<file path="src/rtl/time_step_error_estimator_defines.svh">
// assertion macros for the time step error estimator
// no dependencies
`ifndef TIME_STEP_ERROR_ESTIMATOR_DEFINES_SVH
`define TIME_STEP_ERROR_ESTIMATOR_DEFINES_SVH
// implication checked on every edge outside reset
`define TSEE_ASSERT_IMP(label, ante, cons, msg) \
  label: assert property (@(posedge clk) disable iff (rst) (ante) |-> (cons)) \
    else $error(msg);
// implication checked with the consequent in the cycle after the antecedent
`define TSEE_ASSERT_NEXT(label, ante, cons, msg) \
  label: assert property (@(posedge clk) disable iff (rst) (ante) |=> (cons)) \
    else $error(msg);
`endif

</file>
<file path="src/rtl/tsee_pkg.sv">
// shared types and constants for the time step error estimator
// no dependencies
package tsee_pkg;
  localparam logic [30:0] SAT_POS = 31'h7fffffff;
  localparam logic [31:0] START_FACTOR = 32'd6553600;
  localparam int unsigned QDEPTH = 2;

  typedef enum logic [2:0] {
    REG_TIME_STEP = 3'd0, REG_REL_TOL = 3'd1, REG_ABS_TOL = 3'd2, REG_ERR_FLOOR = 3'd3,
    REG_SAFETY = 3'd4, REG_INC_LIM = 3'd5, REG_RED_LIM = 3'd6
  } reg_idx_t;

  // classified cell handed from front to back
  typedef struct packed {
    logic [30:0] err;
    logic [30:0] tol;
    logic        last;
  } cell_t;

  typedef struct packed {
    logic [30:0] time_step;
    logic [30:0] rel_tol;
    logic [30:0] abs_tol;
    logic [30:0] err_floor;
    logic [16:0] safety;
    logic [30:0] inc_lim;
    logic [30:0] red_lim;
  } cfg_t;
endpackage

</file>
<file path="src/rtl/tsee_front.sv">
// front part: forms error and tolerance of one cell in one registered stage
// depends on tsee_pkg
module tsee_front (
  input  logic                 clk,
  input  logic                 rst,
  input  tsee_pkg::cfg_t       cfg,
  input  logic signed [31:0]   rate_now,
  input  logic signed [31:0]   rate_before,
  input  logic signed [31:0]   pressure,
  input  logic                 last_cell,
  input  logic                 in_valid,
  output logic                 in_ready,
  output tsee_pkg::cell_t      cdata,
  output logic                 cell_valid,
  input  logic                 cell_ready
);
  import tsee_pkg::*;

  logic        busy;
  logic [31:0] diff;
  logic [31:0] pmag;
  logic        last;
  logic [32:0] dsum;
  logic [62:0] eprod;
  logic [62:0] tprod;
  logic [47:0] tsum;
  logic [30:0] err_c;
  logic [30:0] tol_c;

  assign dsum = {rate_now[31], rate_now} - {rate_before[31], rate_before};
  assign in_ready = !busy;
  assign cell_valid = busy;

  assign eprod = 63'(diff) * 63'(cfg.time_step);
  assign tprod = 63'(pmag) * 63'(cfg.rel_tol);
  assign tsum = 48'(tprod[62:16]) + 48'(cfg.abs_tol);
  assign err_c = (|eprod[62:48]) ? SAT_POS : eprod[47:17];
  assign tol_c = (|tsum[47:31]) ? SAT_POS : tsum[30:0];
  assign cdata = '{err: err_c, tol: tol_c, last: last};

  always_ff @(posedge clk) begin
    if (rst) begin
      busy <= 1'b0;
    end else if (in_valid && in_ready) begin
      busy <= 1'b1;
    end else if (cell_ready) begin
      busy <= 1'b0;
    end
    if (in_valid && in_ready) begin
      diff <= dsum[32] ? 32'(-dsum) : dsum[31:0];
      pmag <= pressure[31] ? 32'(-pressure) : pressure;
      last <= last_cell;
    end
  end
endmodule

</file>
<file path="config.mk">
export PLATFORM = sky130hd
export DESIGN_NAME = tsee_front
export DESIGN_NICKNAME = d
export VERILOG_FILES = /design/src/rtl/time_step_error_estimator_defines.svh /design/src/rtl/tsee_pkg.sv /design/src/rtl/tsee_front.sv
export SDC_FILE = /design/constraint.sdc
export NUM_CORES = 2
export LEC_CHECK = 0
export ABC_CLOCK_PERIOD_IN_PS = 21500
export BUFFER_PORTS_ARGS = -buffer_cell sky130_fd_sc_hd__buf_2
export CAP_MARGIN = 20
export CORE_MARGIN = 4
export CORE_UTILIZATION = 55
export CTS_BUF_LIST = sky130_fd_sc_hd__clkbuf_8
export CTS_CLUSTER_SIZE = 8
export DETAILED_ROUTE_END_ITERATION = 10
export PLACE_DENSITY = 0.78
export SETUP_SLACK_MARGIN = 0.15
export SKIP_LAST_GASP = 1
export SLEW_MARGIN = 15
export SYNTH_ARGS = -nofsm -noshare
export SYNTH_HDL_FRONTEND = slang
export SYNTH_SLANG_ARGS = --single-unit
</file>
<file path="constraint.sdc">
create_clock -name clk -period 21.5 [get_ports clk]
set_input_delay 4.3 -clock clk [delete_from_list [all_inputs] [get_ports clk]]
set_output_delay 4.3 -clock clk [all_outputs]
set_load 0.01 [all_outputs]
</file>
==> results.sh <==
export IMPL_synth_edf_count=65
export IMPL_worst_skew_pair_late_latency_ns=0.46
export IMPL_worst_path_buf_inv=7
export IMPL_clock_tree_root_cell="sky130_fd_sc_hd__clkbuf_8"
export IMPL_drive_gt1_share_pct=5.09
export IMPL_rsz0062_at_grt="false"
export IMPL_num_vias=57455
export IMPL_first_global_vias=62206
export IMPL_regToRegSetupSlack_ns=19.84
export IMPL_timing_final_hold_violations=0
export IMPL_cp_slowest_stage_delay_ns=0.84
export IMPL_placed_cell_area_sq_um=74400
export IMPL_grt_first_pass_wirelength_mm=332
export IMPL_worstSetupPathType="in -> out"
export IMPL_yosys_area_share_xor_xnor_pct=2.34
export IMPL_clock_tree_buffer_depth=2
export IMPL_hold_path_class="reg -> reg"
export IMPL_row_count=132
export IMPL_final_nets=10760
export IMPL_min_delay_path_depth=1
export IMPL_dp_hpwl_mm=161
export IMPL_routabilityCongestion=0.954
export IMPL_synth_area_sq_um=72200
export IMPL_r2r_start="cell_valid$_SDFFE_PP0P_"
export IMPL_final_design_instance_area_without_fill_sq_um=74600
export IMPL_area_delta_synth_final_pct=3.37
export IMPL_vias_per_cell=5.80
export IMPL_io_buffers=258
export IMPL_final_hold_worst_slack_ns=0.578
export IMPL_r2r_worst_path_cells=2
export IMPL_dieArea_sq_um=137000
export IMPL_drcViolationCount=0
export IMPL_die_width_microns=370
export IMPL_run_status="finished clean"
export IMPL_seq_area_frac_synth_pct=2.73
export IMPL_fin_crit_sh_pct=96.9
export IMPL_cp_required_ns=17.20
export IMPL_fillCellCount=11281
export IMPL_synthesized_area_fraction_occupied_by_ao_oa_aoi_and_oai_cells_pct=6.50
export IMPL_synth_top_family_by_area="adder cells"
export IMPL_synth_distinct_cells=94
export IMPL_critPathTopFamily="adder cells"
export IMPL_async_reset_ff_share_pct=0
export IMPL_synth_area_mux_share_pct=0.161
export IMPL_die_h_microns=370
export IMPL_crit_path_start_kind="primary input"
export IMPL_timing_critical_path_depth=33
export IMPL_cts_setup_buffers=0
export IMPL_wl_per_cell_microns=20.6
export IMPL_drt_antenna_violating_nets=0
export IMPL_worstMarginPinSlew_ns=1.05
export IMPL_fin_skew_ns=0.0164
export IMPL_cts_buffers=9
export IMPL_cts_repair_resize_count=0
export IMPL_yosys_area_top_type_share_pct=48.0
export IMPL_initial_antenna_violation_count=15
export IMPL_final_core_utilization_pct=57.4
export IMPL_clk_pin_slew_worst_paths_ns=0.07
export IMPL_post_synth_top_area_cell="sky130_fd_sc_hd__fa_1"
export IMPL_end_kind="output port"
export IMPL_synthesized_netlist_cell_count=8276
export IMPL_setup_viol=0
export IMPL_clock_sinks=66
export IMPL_cpMostUsedCell="sky130_fd_sc_hd__fa_1"
export IMPL_avgSynthCellArea_sq_um=8.72
export IMPL_post_cts_hold_buffer_count=0
export IMPL_worst_hold_path_endpoint="cell_valid$_SDFFE_PP0P_"
export IMPL_synth_ff_latch_count=66
export IMPL_global_route_usage_total_pct=30.8
export IMPL_yosys_area_share_adder_pct=58.0
export IMPL_globalRouteOverflowTotal=0
export IMPL_drc_violation_total_after_the_first_tritonroute_iteration=4548
export IMPL_cts_max_level=3
export IMPL_synth_main_ff_cell="sky130_fd_sc_hd__edfxtp_1"
export IMPL_worst_r2r_endpoint="pmag[16]$_DFFE_PP_"
export IMPL_maxSlewHeadroom_pct=29.3
export IMPL_post_synth_main_area_contributors="sky130_fd_sc_hd__fa_1, sky130_fd_sc_hd__ha_1, sky130_fd_sc_hd__inv_1"
export IMPL_wire_length_after_detailed_routing_mm=204
export IMPL_post_synth_simple_gate_area_pct=18.1
export IMPL_timing_critical_path_arrival_ns=16.54
export IMPL_fmax_mhz=48.0
export IMPL_timing_hold_worst_start="cell_valid$_SDFFE_PP0P_"
export IMPL_post_route_min_period_ns=20.84
export IMPL_detail_route_first_pass_iterations=9
export IMPL_drv_max_cap_violation_count=0
export IMPL_regArea_sq_um=1970
export IMPL_largest_net_degree_at_the_start_of_global_routing=66
export IMPL_drv_slew=0
export IMPL_tritoncts_clock_tree="done"
export IMPL_timing_critical_path_fanout_max=32
export IMPL_highest_delay_cell_along_the_critical_path="sky130_fd_sc_hd__nor4_4"
export IMPL_start_util_pct=55.5
export IMPL_multi_input_area_sq_um=61500
export IMPL_core_region_area_sq_um=130000
export IMPL_num_io_pins=369
export IMPL_synthesis_nets=10885
export IMPL_ys_warnings_count=0
export IMPL_final_setup_tns_ns=0
[logic make-up (layout without fill, tap and decap cells)]
logic type / count (synthesis) / count (layout)
and+or+nand+nor: 2675 / 2675
xor gates and xnor gates: 193 / 193
AOI/OAI and AO/OA: 712 / 712
muxes: 11 / 11
DFF: 66 / 66
other: 0 / 10
adders and majority gates: 2305 / 2305
buffers and inverters: 2314 / 2193
[routing by layer]
metal	global-route usage [%]	wire (microns)
met5	0	63
met4	16.1	12000
met3	6.70	20800
met2	49.5	96100
met1	39.2	75300
[layout by cell type, fill, tap and decap left out, types with 51 or more instances in the layout]
cell type	Yosys	routed
sky130_fd_sc_hd__nand2_1	1404	1404
sky130_fd_sc_hd__xor2_1	70	70
sky130_fd_sc_hd__ha_1	573	573
sky130_fd_sc_hd__a21oi_1	193	193
sky130_fd_sc_hd__nand4_1	68	68
sky130_fd_sc_hd__inv_1	1846	1846
sky130_fd_sc_hd__a21o_1	108	108
sky130_fd_sc_hd__buf_2	19	258
sky130_fd_sc_hd__edfxtp_1	65	65
sky130_fd_sc_hd__fa_1	1732	1732
sky130_fd_sc_hd__buf_4	11	71
sky130_fd_sc_hd__xnor2_1	123	123
sky130_fd_sc_hd__nor3_1	51	51
sky130_fd_sc_hd__and2_1	782	782
sky130_fd_sc_hd__nor2_1	121	121
sky130_fd_sc_hd__o21ai_0	126	126
[synth_stat cells, drive strengths merged, types with 8 or more instances]
library cell and n:
ha 573, or4 17, a221oi 11, and4 13, o21a 30, o21bai 33, or3 23, nand3 68
a21boi 10, a21o 108, o31a 9, and3 25, xnor2 123, a31oi 24, buf 35, inv 1846
or2 13, edfxtp 65, nand2b 23, a21oi 194, clkbuf 433, o211ai 23, nor4 16, nor2b 15
o21ai 136, nand4 70, and2 782, nor3 54, fa 1732, o31ai 24, a211oi 26, a221o 9
nor3b 9, nand2 1404, xor2 70, o41ai 8, nor2 121
[through the flow]
| step | std cells | worst slack, ns |
|---|---|---|
| after floorplan | 8276 | 3.29 |
| after global placement | 9878 | 1.01 |
| after detailed placement | 9880 | 0.835 |
| after CTS | 9895 | 0.777 |
| after global routing | 9902 | 0.240 |
| final | 9907 | 0.657 |
[area by class of cell]
class | count | area share [%]
multi-input cells | 5896 | 82.4
inverters | 1846 | 9.29
well taps | 1742 | 2.92
flip-flops and latches | 66 | 2.64
repair buffers | 332 | 2.51
clock buffers | 9 | 0.166
clock inverters | 6 | 0.0788
diodes | 10 | 0.0335
[registers in the layout (all words and copies together) (netlist names)]
register and flops:
cell_valid 1, pmag 32, last 1, diff 32
[worst max path at each step]
stage	slack [ns]	to	from
finish	0.66	cdata[4]	cfg[150]
global route	0.24	cdata[8]	cfg[149]
CTS	0.78	cdata[8]	cfg[148]
detailed placement	0.84	cdata[8]	cfg[148]
global placement	1.01	cdata[31]	cfg[148]
floorplan	3.29	cdata[27]	cfg[148]
Power is left out: the tool's default activity adds up to more than one toggle a clock period on the data nets, which glitch-free logic cannot reach.
