$ cat config.mk
export PLATFORM = sky130hd
export DESIGN_NAME = tsee_queue
export DESIGN_NICKNAME = d
export VERILOG_FILES = /design/src/rtl/time_step_error_estimator_defines.svh /design/src/rtl/tsee_pkg.sv /design/src/rtl/tsee_queue.sv
export SDC_FILE = /design/constraint.sdc
export NUM_CORES = 1
export LEC_CHECK = 0
export CORE_MARGIN = 2
export CORE_UTILIZATION = 40
export CTS_CLUSTER_DIAMETER = 50
export DETAILED_ROUTE_END_ITERATION = 6
export DONT_BUFFER_PORTS = 1
export HOLD_SLACK_MARGIN = 0.1
export PLACE_DENSITY_LB_ADDON = 0.25
export SYNTH_ARGS = -nofsm -noshare
export SYNTH_HDL_FRONTEND = slang
export SYNTH_SLANG_ARGS = --single-unit
$ cat constraint.sdc
create_clock -name clk -period 5.4 [get_ports clk]
set_clock_uncertainty 0.1 [all_clocks]
set_input_delay 0.81 -clock clk [delete_from_list [all_inputs] [get_ports clk]]
set_output_delay 0.81 -clock clk [all_outputs]
set_load 0.01 [all_outputs]
$ cat src/rtl/time_step_error_estimator_defines.svh
// assertion macros for the time step error estimator
// no dependencies
`ifndef TIME_STEP_ERROR_ESTIMATOR_DEFINES_SVH
`define TIME_STEP_ERROR_ESTIMATOR_DEFINES_SVH
// implication checked on every edge outside reset
`define TSEE_ASSERT_IMP(label, ante, cons, msg) \
  label: assert property (@(posedge clk) disable iff (rst) (ante) |-> (cons)) \
    else $error(msg);
// implication checked with the consequent in the cycle after the antecedent
`define TSEE_ASSERT_NEXT(label, ante, cons, msg) \
  label: assert property (@(posedge clk) disable iff (rst) (ante) |=> (cons)) \
    else $error(msg);
`endif

$ cat src/rtl/tsee_pkg.sv
// shared types and constants for the time step error estimator
// no dependencies
package tsee_pkg;
  localparam logic [30:0] SAT_POS = 31'h7fffffff;
  localparam logic [31:0] START_FACTOR = 32'd6553600;
  localparam int unsigned QDEPTH = 2;

  typedef enum logic [2:0] {
    REG_TIME_STEP = 3'd0, REG_REL_TOL = 3'd1, REG_ABS_TOL = 3'd2, REG_ERR_FLOOR = 3'd3,
    REG_SAFETY = 3'd4, REG_INC_LIM = 3'd5, REG_RED_LIM = 3'd6
  } reg_idx_t;

  // classified cell handed from front to back
  typedef struct packed {
    logic [30:0] err;
    logic [30:0] tol;
    logic        last;
  } cell_t;

  typedef struct packed {
    logic [30:0] time_step;
    logic [30:0] rel_tol;
    logic [30:0] abs_tol;
    logic [30:0] err_floor;
    logic [16:0] safety;
    logic [30:0] inc_lim;
    logic [30:0] red_lim;
  } cfg_t;
endpackage

$ cat src/rtl/tsee_queue.sv
// short fifo between front and back
// depends on tsee_pkg
module tsee_queue (
  input  logic            clk,
  input  logic            rst,
  input  tsee_pkg::cell_t wr_data,
  input  logic            wr_valid,
  output logic            wr_ready,
  output tsee_pkg::cell_t rd_data,
  output logic            rd_valid,
  input  logic            rd_ready
);
  import tsee_pkg::*;

  cell_t      mem [QDEPTH];
  logic [0:0] wp;
  logic [0:0] rp;
  logic [1:0] count;

  assign wr_ready = count != 2'(QDEPTH);
  assign rd_valid = count != 2'd0;
  assign rd_data = mem[rp];

  always_ff @(posedge clk) begin
    if (rst) begin
      wp <= '0;
      rp <= '0;
      count <= '0;
    end else begin
      if (wr_valid && wr_ready) begin
        wp <= wp + 1'b1;
      end
      if (rd_valid && rd_ready) begin
        rp <= rp + 1'b1;
      end
      count <= count + 2'(wr_valid && wr_ready) - 2'(rd_valid && rd_ready);
    end
    if (wr_valid && wr_ready) begin
      mem[wp] <= wr_data;
    end
  end
endmodule

==> results of run 1 <==
cell families after synthesis:
kind of cell	Yosys count	synth area share (%)
simple gates	13	1.461
buf+inv	8	1.069
flops	131	80.94
mux	64	15.02
xor+xnor	1	0.1826
fa+ha+maj	1	0.2607
compound gates	7	1.069
registers in the layout, indices dropped and copies added, names as in the netlist, named ones only:
signal  cells
count       2
wp          1
mem       126
rp          1
power breakdown:
part | total, W | internal [W] | switching [W] | leakage [nW]
registers | 0.00130 | 0.00124 | 0.0000590 | 1.22
clock network | 0.000929 | 0.000564 | 0.000365 | 0.241
logic | 0.000363 | 0.000156 | 0.000207 | 0.322
final timing paths:
| kind | end | slack, ns | start |
|---|---|---|---|
| max | rd_data[12] | 2.24 | flip-flop |
| min | flip-flop | 0.36 | rst |
| max reg2reg | mem[1][42] | 2.92 | count[0] |
| min reg2reg | flip-flop | 0.40 | rp |
area by class of cell:
class | count | area, um2
clock buffer | 19 | 432.9
clock inverter | 11 | 47.55
fill | 1015 | 6421
inverter | 1 | 3.754
multi-input combinational | 86 | 864.6
sequential | 131 | 3885
tap | 147 | 183.9
timing repair buffer | 3 | 22.52
worst reg2reg max path, stage by stage, from the launching register on:
cell and delay [ns]:
dfxtp_1 0.45, nand2b_1 0.27, and3_2 0.79, buf_4 0.51
through the flow:
step	power [W]	setup slack [ns]	std cells	area, um2	hold WS, ns
finish	0.002590	2.236	398	5440	0.3631
CTS	0.002638	2.131	398	5440	0.3418
global route	0.002704	2.021	398	5440	0.3373
detailed placement	0.001694	2.584	368	4960	0.3929
floorplan	0.001625	2.530	225	4798	0.3725
global placement	0.001686	2.608	368	4960	0.3866
metal layers:
metal	up-vias	wire length (um)
met5	-	0
met4	0	96
met3	9	869
met2	95	3934
met1	1020	2952
li1	918	-
Yosys cell counts:
| library cell | n | share of area, % |
|---|---|---|
| ha_1 | 1 | 0.26 |
| buf_4 | 5 | 0.78 |
| a32oi_1 | 1 | 0.18 |
| mux2_2 | 63 | 15 |
| edfxtp_1 | 126 | 79 |
| mux2_1 | 1 | 0.23 |
| o21ai_0 | 2 | 0.21 |
| nand3b_1 | 1 | 0.16 |
| buf_2 | 2 | 0.21 |
| nor2b_1 | 2 | 0.26 |
| nand2b_1 | 1 | 0.13 |
| and3_1 | 1 | 0.13 |
| xor2_1 | 1 | 0.18 |
| or2_2 | 1 | 0.13 |
| a21oi_1 | 1 | 0.10 |
| a21bo_2 | 1 | 0.21 |
| and2b_1 | 1 | 0.16 |
| inv_1 | 1 | 0.078 |
| a211oi_1 | 1 | 0.16 |
| nand3_1 | 1 | 0.10 |
| nor2_1 | 5 | 0.39 |
| a21bo_1 | 1 | 0.21 |
| dfxtp_1 | 5 | 2.1 |
==> flow_summary.toml, run 1 <==
[status]
outcome = "completed"

[yosys]
syn_area_um2 = 4798
yosys_register_bits = 131
syn_area_per_cell_um2 = 21.33
synthCells = 225
ys_seq_area_share_pct = 80.94
synth_nets = 293
ys_warn_count = 0
ys_types = 23

[floorplanning]
placementRows = 40
core_um2 = 11860
die_h_um = 113.5
design.die.area_um2 = 12890
die_w_um = 113.5
start_util_pct = 40.45
num_io_pins = 132

[drt]
ant_nets = 0
drt-initial-drc-count = 112
drt_wl_total_um = 7853
dr_total_vias = 2042
first_pass_iters = 4
drc_errors = 0
post_drt_wl_per_cell_um = 19.73
via_per_inst = 5.131

[cells_and_area]
n_antenna_cell = 0
utilization_pct = 45.87
nets = 308
layout_common_cells = "edfxtp_1, mux2_2, clkbuf_16"
drive_above_1_share_pct = 37.05
syn2layout_area_growth_pct = 13.38
final_common_cell = "edfxtp_1"

[clock_tree]
cts_tree = "yes"
clockBufferDepth = 2
post_cts_resized = 0
cts_setup_buffers = 0
clk_latency_ns = 0.40
postCtsHoldBufs = 0
clockRootBuffer = "clkbuf_16"
clk_pin_slew_ns = 0.05
cts_buffers = 17
htreeDepth = 4
clock_sinks = 131

[sta]
slew_viol_final = 0
timing.final.crit_share_pct = 58.60
fmax_mhz = 316.0
final.min_clock_period_ns = 3.164
worst_pin_slew_ns = 0.9172
hold_viol_final = 0
tns_ns = 0
setup_viol = 0
rsz0062_at_grt = "false"
relSlewSlack_pct = 38.86

[pwr]
leakagePower_nw = 1.783
ir_worst_vdd_uv = 232.1
power.density_nw_per_um2 = 476.1

[min_path]
min_path_cells = 1
hold_class = "in2reg"

[setup_path]
crit_chain = "buf_4 -> mux2_2"
cpPeakStageDelay_ns = 0.93
path_class = "reg2out"
critPathMaxFanout = 37
crit_cells = 2
crit_buf_inv = 1
critPathLaunchType = "flip-flop"
cp-end-kind = "output pin"
r2r_cells = 3
worstPathRequired_ns = 4.49
crit_slowest_cell = "dfxtp_2"
cpLargestDelayFamily = "flip-flops"
arrival_ns = 2.25

[job]
maxCapViolations = 0

[global_route]
met1_usage_pct = 12.72
grt_max_degree = 38
grt-ovfl-total = 0
antenna_found_initial = 0
grt_util_all_layers_pct = 12.54
grt_util_met3_pct = 8.342
grt_pass1_vias = 2173
grt-busiest-layer = "met2"
met2_usage_pct = 20.40
grt_pass1_wl_um = 11670

[placement]
port_buffers = 0
gp_congestion = 0.7283
dp_hpwl_um = 4978
Power figures use the tool's default switching activity.
==> inputs of run 2 (changes only) <==
- clock period: 5.4 -> 3.15 ns (I/O delays scaled with it)
==> flow_summary.toml, run 2 (synthesized netlist as in run 1, its figures left out) <==
[clock_tree]
cts_tree = "yes"
cts_buffers = 17
clock_sinks = 131
clockBufferDepth = 2
clockRootBuffer = "clkbuf_16"
cts_setup_buffers = 0
clk_latency_ns = 0.40
post_cts_resized = 0
clk_pin_slew_ns = 0.05
htreeDepth = 4

[sta]
timing.final.crit_share_pct = 68.44
worst_pin_slew_ns = 0.4802
fmax_mhz = 463.9
rsz0062_at_grt = "false"
hold_viol_final = 0
setup_viol = 0
relSlewSlack_pct = 67.99
final.min_clock_period_ns = 2.156
timing.final.ws_setup_ns = 0.9942
tns_ns = 0
hold_slack_ns = 0.1694
slew_viol_final = 0

[drt]
first_pass_iters = 4
via_per_inst = 4.851
post_drt_wl_per_cell_um = 17.14
drt_wl_total_um = 7934
drc_errors = 0
ant_nets = 0
drt-initial-drc-count = 112
dr_total_vias = 2246

[cells_and_area]
regMostFlops = "mem"
utilization_pct = 51.75
drive_above_1_share_pct = 29.75
postLayoutCellArea_um2 = 6138
reg_top3 = "mem (126), count (2)"
n_antenna_cell = 0
final_common_cell = "edfxtp_1"
syn2layout_area_growth_pct = 27.93
nets = 373
layout_common_cells = "edfxtp_1, dlygate4sd3_1, mux2_2"
largest_reg_flops = 126

[global_route]
grt_max_degree = 64
grt_pass1_vias = 2357
grt_pass1_wl_um = 11930
grt-ovfl-total = 0
antenna_found_initial = 0
grt_util_all_layers_pct = 12.66

[placement]
dp_hpwl_um = 4555
place_ws_ns = 1.372
gp_congestion = 0.6766
port_buffers = 0
place_area_um2 = 4992

[min_path]
hold_class = "in2reg"

[floorplanning]
start_util_pct = 40.45
core_um2 = 11860
placementRows = 40
num_io_pins = 132
design.die.area_um2 = 12890
die_h_um = 113.5
die_w_um = 113.5

[setup_path]
r2r_end = "mem[1][14]"
worstPathRequired_ns = 2.58
path_class = "reg2out"
critPathLaunchType = "flip-flop"
r2r_cells = 3
r2r-start = "count[0]"
r2r_slack_ns = 1.36
critPathMaxFanout = 36
crit_end = "rd_data[0]"
arrival_ns = 1.58
cp-end-kind = "output pin"

[pwr]
power.density_nw_per_um2 = 752.3
ir_worst_vdd_uv = 474.2
leakagePower_nw = 2.073

[job]
maxCapViolations = 0

[status]
outcome = "completed"
==> run 2: how the worst min path moves through the flow <==
stage | to | cells past startpoint | slack (ns) | startpoint
3_5_place_dp | flip-flop | 2 | 0.39 | rp
2_1_floorplan | flip-flop | 2 | 0.37 | rp
4_1_cts | wp | 2 | 0.14 | wr_valid
3_3_place_gp | rp | 2 | 0.39 | rp
5_1_grt | wp | 2 | 0.16 | wr_valid
6_report | wp | 2 | 0.17 | wr_valid
==> run 2: layer usage <==
metal,global-route usage (%),vias to the layer above,share of wire (%)
li1,-,1052,-
met1,13.78,1094,41
met2,20.28,87,49
met3,6.536,13,8.0
met4,6.585,0,2.0
met5,0,-,0
==> run 2: critical path: stages (launching register included) <==
cell and delay, ns:
dfxtp_2 0.32, buf_4 0.41, mux2_2 0.44
==> run 2: power breakdown <==
group	leakage, nW	switching, W	internal (W)
Combinational	0.601	0.000432	0.000334
Clock	0.251	0.000631	0.00105
Sequential	1.22	0.0000473	0.00212
==> run 2: layout make-up <==
cell class / instances / area (um2)
clock buffers: 20 / 436.7
clock inverters: 10 / 68.82
fillers: 964 / 5723
inverters: 1 / 3.754
multi-input cells: 86 / 864.6
flip-flops and latches: 131 / 3885
well taps: 147 / 183.9
repair buffers: 68 / 695.7
==> run 2: per-stage QoR <==
stage,power [W],std cells
after floorplan,0.002785,225
after global placement,0.002907,369
after detailed placement,0.002916,369
after CTS,0.004699,463
after global routing,0.004814,463
final,0.004618,463
==> run 2: what timing repair did <==
action                                 CTS  global route
setup endpoints to repair                0             0
endpoints found under the hold margin  130             0
hold buffers                            64             0
