[config.mk]
export PLATFORM = sky130hd
export DESIGN_NAME = tsee_back
export DESIGN_NICKNAME = d
export VERILOG_FILES = /design/src/rtl/time_step_error_estimator_defines.svh /design/src/rtl/tsee_pkg.sv /design/src/rtl/tsee_back.sv
export SDC_FILE = /design/constraint.sdc
export NUM_CORES = 2
export LEC_CHECK = 0
export BUFFER_PORTS_ARGS = -buffer_cell sky130_fd_sc_hd__buf_2
export CAP_MARGIN = 25
export CORE_ASPECT_RATIO = 0.75
export CORE_UTILIZATION = 40
export CTS_CLUSTER_DIAMETER = 60
export CTS_CLUSTER_SIZE = 20
export DETAILED_ROUTE_END_ITERATION = 12
export PLACE_DENSITY_LB_ADDON = 0.2
export SLEW_MARGIN = 15
export SYNTH_ARGS = -nofsm -noshare
export SYNTH_HDL_FRONTEND = slang
export SYNTH_SLANG_ARGS = --single-unit
[constraint.sdc]
create_clock -name clk -period 11.2 [get_ports clk]
set_input_delay 1.12 -clock clk [delete_from_list [all_inputs] [get_ports clk]]
set_output_delay 1.12 -clock clk [all_outputs]
set_load 0.03 [all_outputs]
[src/rtl/time_step_error_estimator_defines.svh]
// assertion macros for the time step error estimator
// no dependencies
`ifndef TIME_STEP_ERROR_ESTIMATOR_DEFINES_SVH
`define TIME_STEP_ERROR_ESTIMATOR_DEFINES_SVH
// implication checked on every edge outside reset
`define TSEE_ASSERT_IMP(label, ante, cons, msg) \
  label: assert property (@(posedge clk) disable iff (rst) (ante) |-> (cons)) \
    else $error(msg);
// implication checked with the consequent in the cycle after the antecedent
`define TSEE_ASSERT_NEXT(label, ante, cons, msg) \
  label: assert property (@(posedge clk) disable iff (rst) (ante) |=> (cons)) \
    else $error(msg);
`endif

[src/rtl/tsee_pkg.sv]
// shared types and constants for the time step error estimator
// no dependencies
package tsee_pkg;
  localparam logic [30:0] SAT_POS = 31'h7fffffff;
  localparam logic [31:0] START_FACTOR = 32'd6553600;
  localparam int unsigned QDEPTH = 2;

  typedef enum logic [2:0] {
    REG_TIME_STEP = 3'd0, REG_REL_TOL = 3'd1, REG_ABS_TOL = 3'd2, REG_ERR_FLOOR = 3'd3,
    REG_SAFETY = 3'd4, REG_INC_LIM = 3'd5, REG_RED_LIM = 3'd6
  } reg_idx_t;

  // classified cell handed from front to back
  typedef struct packed {
    logic [30:0] err;
    logic [30:0] tol;
    logic        last;
  } cell_t;

  typedef struct packed {
    logic [30:0] time_step;
    logic [30:0] rel_tol;
    logic [30:0] abs_tol;
    logic [30:0] err_floor;
    logic [16:0] safety;
    logic [30:0] inc_lim;
    logic [30:0] red_lim;
  } cfg_t;
endpackage

[src/rtl/tsee_back.sv]
// back part: bit-serial divide and square root, running min and max, final clamp
// depends on tsee_pkg
module tsee_back (
  input  logic            clk,
  input  logic            rst,
  input  tsee_pkg::cfg_t  cfg,
  input  tsee_pkg::cell_t cdata,
  input  logic            cell_valid,
  output logic            cell_ready,
  output logic [30:0]     step_factor,
  output logic signed [31:0] max_excess,
  output logic            out_valid,
  input  logic            out_ready
);
  import tsee_pkg::*;

  typedef enum logic [2:0] {S_IDLE, S_DIV, S_SQRT, S_ACC, S_SCALE, S_CLAMP, S_OUT} state_t;

  state_t      state;
  logic [5:0]  cnt;
  logic [62:0] quo;
  logic [31:0] rem;
  logic [30:0] den;
  logic [62:0] sv;
  logic [62:0] root;
  logic [62:0] sbit;
  logic [30:0] tol;
  logic [30:0] err;
  logic        last;
  logic [31:0] min_factor;
  logic signed [31:0] worst_excess;
  logic [48:0] scaled;
  logic [30:0] fac;

  logic [32:0] rem_sh;
  logic [62:0] try_v;
  logic [62:0] sq_in;
  logic [31:0] cfac;
  logic [30:0] floor_v;
  logic signed [31:0] excess;

  assign floor_v = (cfg.err_floor == '0) ? 31'd1 : cfg.err_floor;
  assign rem_sh = {rem, quo[62]};
  assign try_v = root + sbit;
  assign sq_in = (cnt == 6'd31) ? quo : sv;
  assign cfac = root[31] ? {1'b0, SAT_POS} : root[31:0];
  assign excess = $signed({1'b0, err}) - $signed({1'b0, tol});
  assign cell_ready = state == S_IDLE;
  assign out_valid = state == S_OUT;

  // scale saturation and clamps, upper first
  always_comb begin
    fac = (|scaled[48:47]) ? SAT_POS : scaled[46:16];
    if (fac > cfg.inc_lim) fac = cfg.inc_lim;
    if (fac < cfg.red_lim) fac = cfg.red_lim;
  end

  always_ff @(posedge clk) begin
    if (rst) begin
      state <= S_IDLE;
      min_factor <= START_FACTOR;
      worst_excess <= '0;
    end else begin
      case (state)
        S_IDLE: begin
          if (cell_valid) begin
            tol <= cdata.tol;
            err <= cdata.err;
            last <= cdata.last;
            den <= (cdata.err > floor_v) ? cdata.err : floor_v;
            quo <= {cdata.tol, 32'd0};
            rem <= '0;
            cnt <= 6'd62;
            state <= S_DIV;
          end
        end
        S_DIV: begin
          // restoring divide, one quotient bit a cycle
          if (rem_sh >= 33'(den)) begin
            rem <= 32'(rem_sh - 33'(den));
            quo <= {quo[61:0], 1'b1};
          end else begin
            rem <= rem_sh[31:0];
            quo <= {quo[61:0], 1'b0};
          end
          if (cnt == 6'd0) begin
            state <= S_SQRT;
            root <= '0;
            sbit <= 63'd1 << 62;
            cnt <= 6'd31;
          end else begin
            cnt <= cnt - 6'd1;
          end
        end
        S_SQRT: begin
          // one root bit a cycle, floor of the exact root
          if (sq_in >= try_v) begin
            sv <= sq_in - try_v;
            root <= (root >> 1) + sbit;
          end else begin
            sv <= sq_in;
            root <= root >> 1;
          end
          sbit <= sbit >> 2;
          if (cnt == 6'd0) begin
            state <= S_ACC;
          end else begin
            cnt <= cnt - 6'd1;
          end
        end
        S_ACC: begin
          if (cfac < min_factor) min_factor <= cfac;
          if (excess > worst_excess) worst_excess <= excess;
          state <= last ? S_SCALE : S_IDLE;
        end
        S_SCALE: begin
          scaled <= 49'(min_factor) * 49'(cfg.safety);
          state <= S_CLAMP;
        end
        S_CLAMP: begin
          step_factor <= fac;
          max_excess <= worst_excess;
          min_factor <= START_FACTOR;
          worst_excess <= '0;
          state <= S_OUT;
        end
        S_OUT: begin
          if (out_ready) state <= S_IDLE;
        end
        default: state <= S_IDLE;
      endcase
    end
  end
endmodule

==> impl_metrics.csv <==
group,metric,value,unit
drt,wl,158200,um
sta,rsz0062_at_grt,"false",
layout,final_cell_count_no_fill,7617,
worst_setup_path,r2r_slack,3.19,ns
power_and_ir_drop,peakVddDrop,0.0001230,V
layout,final_nets,6985,
logic_synthesis,synth.area.top_cells,"edfxtp_1, fa_1, ha_1",
drt,first_pass_iters,6,
sta,setup_viol,0,
global_routing,grt_max_degree,70,
logic_synthesis,synth_nets,6922,
die,rows,115,
worst_setup_path,crit_path_end_kind,"flop",
logic_synthesis,async_flop_share,0,%
min_path,whs_path_depth,0,
cts,cts.sinks,515,
sta,finClkSkew,0.07667,ns
sta,tightestPinTransition,1.068,ns
place,dp_slack,3.020,ns
worst_setup_path,required,11.59,ns
min_path,min_to,"max_excess[30]",
logic_synthesis,syn_avg_cell_area,9.336,um^2
cts,cts_buffer_depth,3,
sta,tns,0,ns
drt,post_drt_wl_per_cell,20.77,um
worst_setup_path,arrival,8.40,ns
run,maxCapViolations,0,
drt,drtIter0Drc,3734,
global_routing,grt_pass1_wl,244500,um
global_routing,overflow,0,
worst_setup_path,r2r_start,"root[2]",
worst_setup_path,r2r_cells,21,
cts,path_clk_slew,0.08,ns
place,portBuffers,241,
die,initial_utilization,40.61,%
cts,ctsResizeCount,0,
cts,cts_made_buffers,56,
min_path,hold_start,"worst_excess[30]",
logic_synthesis,synth_cell_type_count,86,
sta,drv_slew,0,
cts,hold_buffers,0,
drt,drtAntennaViolNets,0,
drt,via_count,42783,
power_and_ir_drop,power,5246,uW
sta,fin_ws,3.188,ns
layout,layout-drive-gt1-share,11.70,%
sta,slew-limit-headroom,28.69,%
cts,htree_num_levels,2,
die,core,132100,um^2
die,die-area,135600,um^2
worst_setup_path,crit_type,"reg -> reg",
sta,fmax,0.1248,GHz
worst_setup_path,timing.rr.end,"sv[17]",
place,gp_congestion,0.9139,
status,outcome,"completed",
worst_setup_path,critPathLaunchType,"flop",
sta,hold_violations,0,
die,die_y,319.1,um
layout,nFillCells,12833,
cts,root_buffer,"clkbuf_16",
logic_synthesis,synth_top_area_share,25.13,%
logic_synthesis,yosys_register_bits,515,
layout,syn2layout_area_growth,9.124,%
sta,period_needed,8.012,ns
logic_synthesis,synth_edf_count,449,
die,chipWidth,424.9,um
cts,post_cts_buffers,0,
logic_synthesis,seq_area_frac_synth,27.60,%
min_path,holdCritPathClass,"reg -> reg",
logic_synthesis,yosys_warnings,0,
layout,seq_area,14800,um^2
global_routing,grt_pass1_vias,41407,
drt,drcViolationCount,0,
logic_synthesis,synth_top_area_cell,"edfxtp_1",
die,ios,335,
cts,clock_latency,0.71,ns
place,placed_cells,7501,
sta,period_share,71.53,%
worst_setup_path,cp_max_fo,58,
layout,multi_input_area,35060,um^2
logic_synthesis,synth_area,53640,um^2
logic_synthesis,synth_ff_type,"edfxtp_1",
power_and_ir_drop,leakage,0.02549,uW
drt,post_drt_via_cell_ratio,5.617,
logic_synthesis,syn_inst,5746,
cts,cts_tree,"built",
place,hpwl,119800,um
global_routing,track_usage,23.11,%
global_routing,antenna_found_initial,7,
power_and_ir_drop,power_density,89.61,nW/um^2
==> cell usage after synthesis, types with 10 or more instances <==
library cell / number
a211o_1: 13
o21bai_1: 48
o211a_1: 15
o2111ai_1: 10
nand2b_1: 22
ha_1: 470
nor4_1: 24
dfxtp_1: 66
fa_1: 436
nor2_1: 201
a32o_1: 13
nand2_1: 646
a311oi_1: 19
or4_1: 24
nor2b_1: 35
o21a_1: 37
a211oi_1: 52
mux2_2: 207
buf_1: 14
and4_1: 21
buf_2: 11
o31ai_1: 44
a21oi_1: 344
nor3_1: 73
and2_1: 258
and3_1: 71
nand3_1: 107
or3_1: 48
inv_1: 751
xor2_1: 72
o21ai_0: 201
a21boi_0: 19
nand4_1: 101
xnor2_1: 140
a21o_1: 129
a31o_2: 21
clkbuf_1: 260
or2_2: 34
mux2i_1: 23
nand3b_1: 15
a31oi_1: 65
edfxtp_1: 449
o211ai_1: 27
==> how the worst max path moves through the flow <==
stage               startpoint          to  slack [ns]  depth (start not counted)
finish                 root[2]      sv[17]        3.19                         21
global placement       cfg[64]  scaled[45]        3.11                         21
floorplan              cfg[70]  scaled[46]        4.32                         21
detailed placement     cfg[65]  scaled[45]        3.02                         21
CTS                    root[2]      sv[17]        3.19                         21
global route           root[2]      sv[19]        2.76                         21
==> cells by family (layout without fill, tap and decap cells) <==
family                     Yosys count  count (layout)  synth area share [%]
AOI/OAI and AO/OA                 1139            1139                 13.81
xor gates and xnor gates           212             212                 3.461
adders and majority gates          906             906                 27.23
buffers and inverters             1038            1149                 7.293
DFF                                515             515                 27.60
muxes                              230             230                 4.774
other                                0               5                     0
and+or+nand+nor                   1706            1706                 15.83
==> cell usage in the layout (no fill, tap or decap), types with 52 or more instances in the layout <==
master and count:
dfxtp_1 66, nor2_1 196, and3_1 70, a21oi_1 340
fa_1 436, nor3_1 73, a211oi_1 52, mux2_2 207
a31oi_1 65, nand3_1 107, edfxtp_1 449, a21o_1 129
xnor2_1 140, xor2_1 72, nand4_1 101, clkbuf_16 58
ha_1 470, nand2_1 645, inv_1 750, o21ai_0 201
buf_2 241, and2_1 258
==> power breakdown <==
group | total (uW) | switching (uW) | internal [uW]
combinational | 1040 | 654 | 387
sequential | 2180 | 28.3 | 2160
clock | 2020 | 968 | 1050
total | 5250 | 1650 | 3600
==> worst max-delay path, cell delays in order, from the launching register on <==
cell and delay [ns]:
edfxtp_1 0.49, ha_1 0.38, and3_1 0.19, nor4_1 0.37, and4b_1 0.32, o2111ai_1 0.37
a211oi_1 0.20, o311ai_0 0.80, o21ai_0 0.29, a21boi_0 0.26, xor2_1 0.30, ha_1 0.33
and4_1 0.28, and4_1 0.32, and3_1 0.22, nand3_1 0.08, o21ai_0 0.55, or3_1 0.26
nor3_4 0.06, nor2_4 0.43, buf_4 0.77, mux2_2 0.42
==> final cells by class <==
cell class / instances / area share [%]
sequential: 515 / 25.29
multi-input combinational: 4193 / 59.90
clock buffer: 64 / 2.518
timing repair buffer: 292 / 2.815
tap: 1755 / 3.751
inverter: 751 / 4.816
clock inverter: 42 / 0.8892
antenna: 5 / 0.02137
==> routing by layer <==
metal	part of all wire, %	GRT usage, %	vias up	routed length, um
li1	-	-	20037	-
met1	49	35.22	21085	76740
met2	41	33.23	1468	65040
met3	8.1	4.397	189	12840
met4	2.2	5.620	4	3543
met5	0.017	0	-	27
==> sequential cells by signal, indices dropped and copies added (netlist names), 31 cells and up <==
signal,cells
quo,63
min_factor,31
scaled,33
tol,31
err,31
den,31
max_excess,32
rem,32
sbit,32
step_factor,31
root,63
worst_excess,32
sv,63
==> metrics by stage <==
step	cell area [um^2]	utilization [%]	hold WS, ns
2_1_floorplan	53640	-	0.4298
3_3_place_gp	56420	42.71	0.4408
3_5_place_dp	56450	42.74	0.4507
4_1_cts	58440	44.25	0.4697
5_1_grt	58530	44.31	0.4832
6_report	58540	44.32	0.4662
Note: power is estimated with default switching activity, not from simulation.
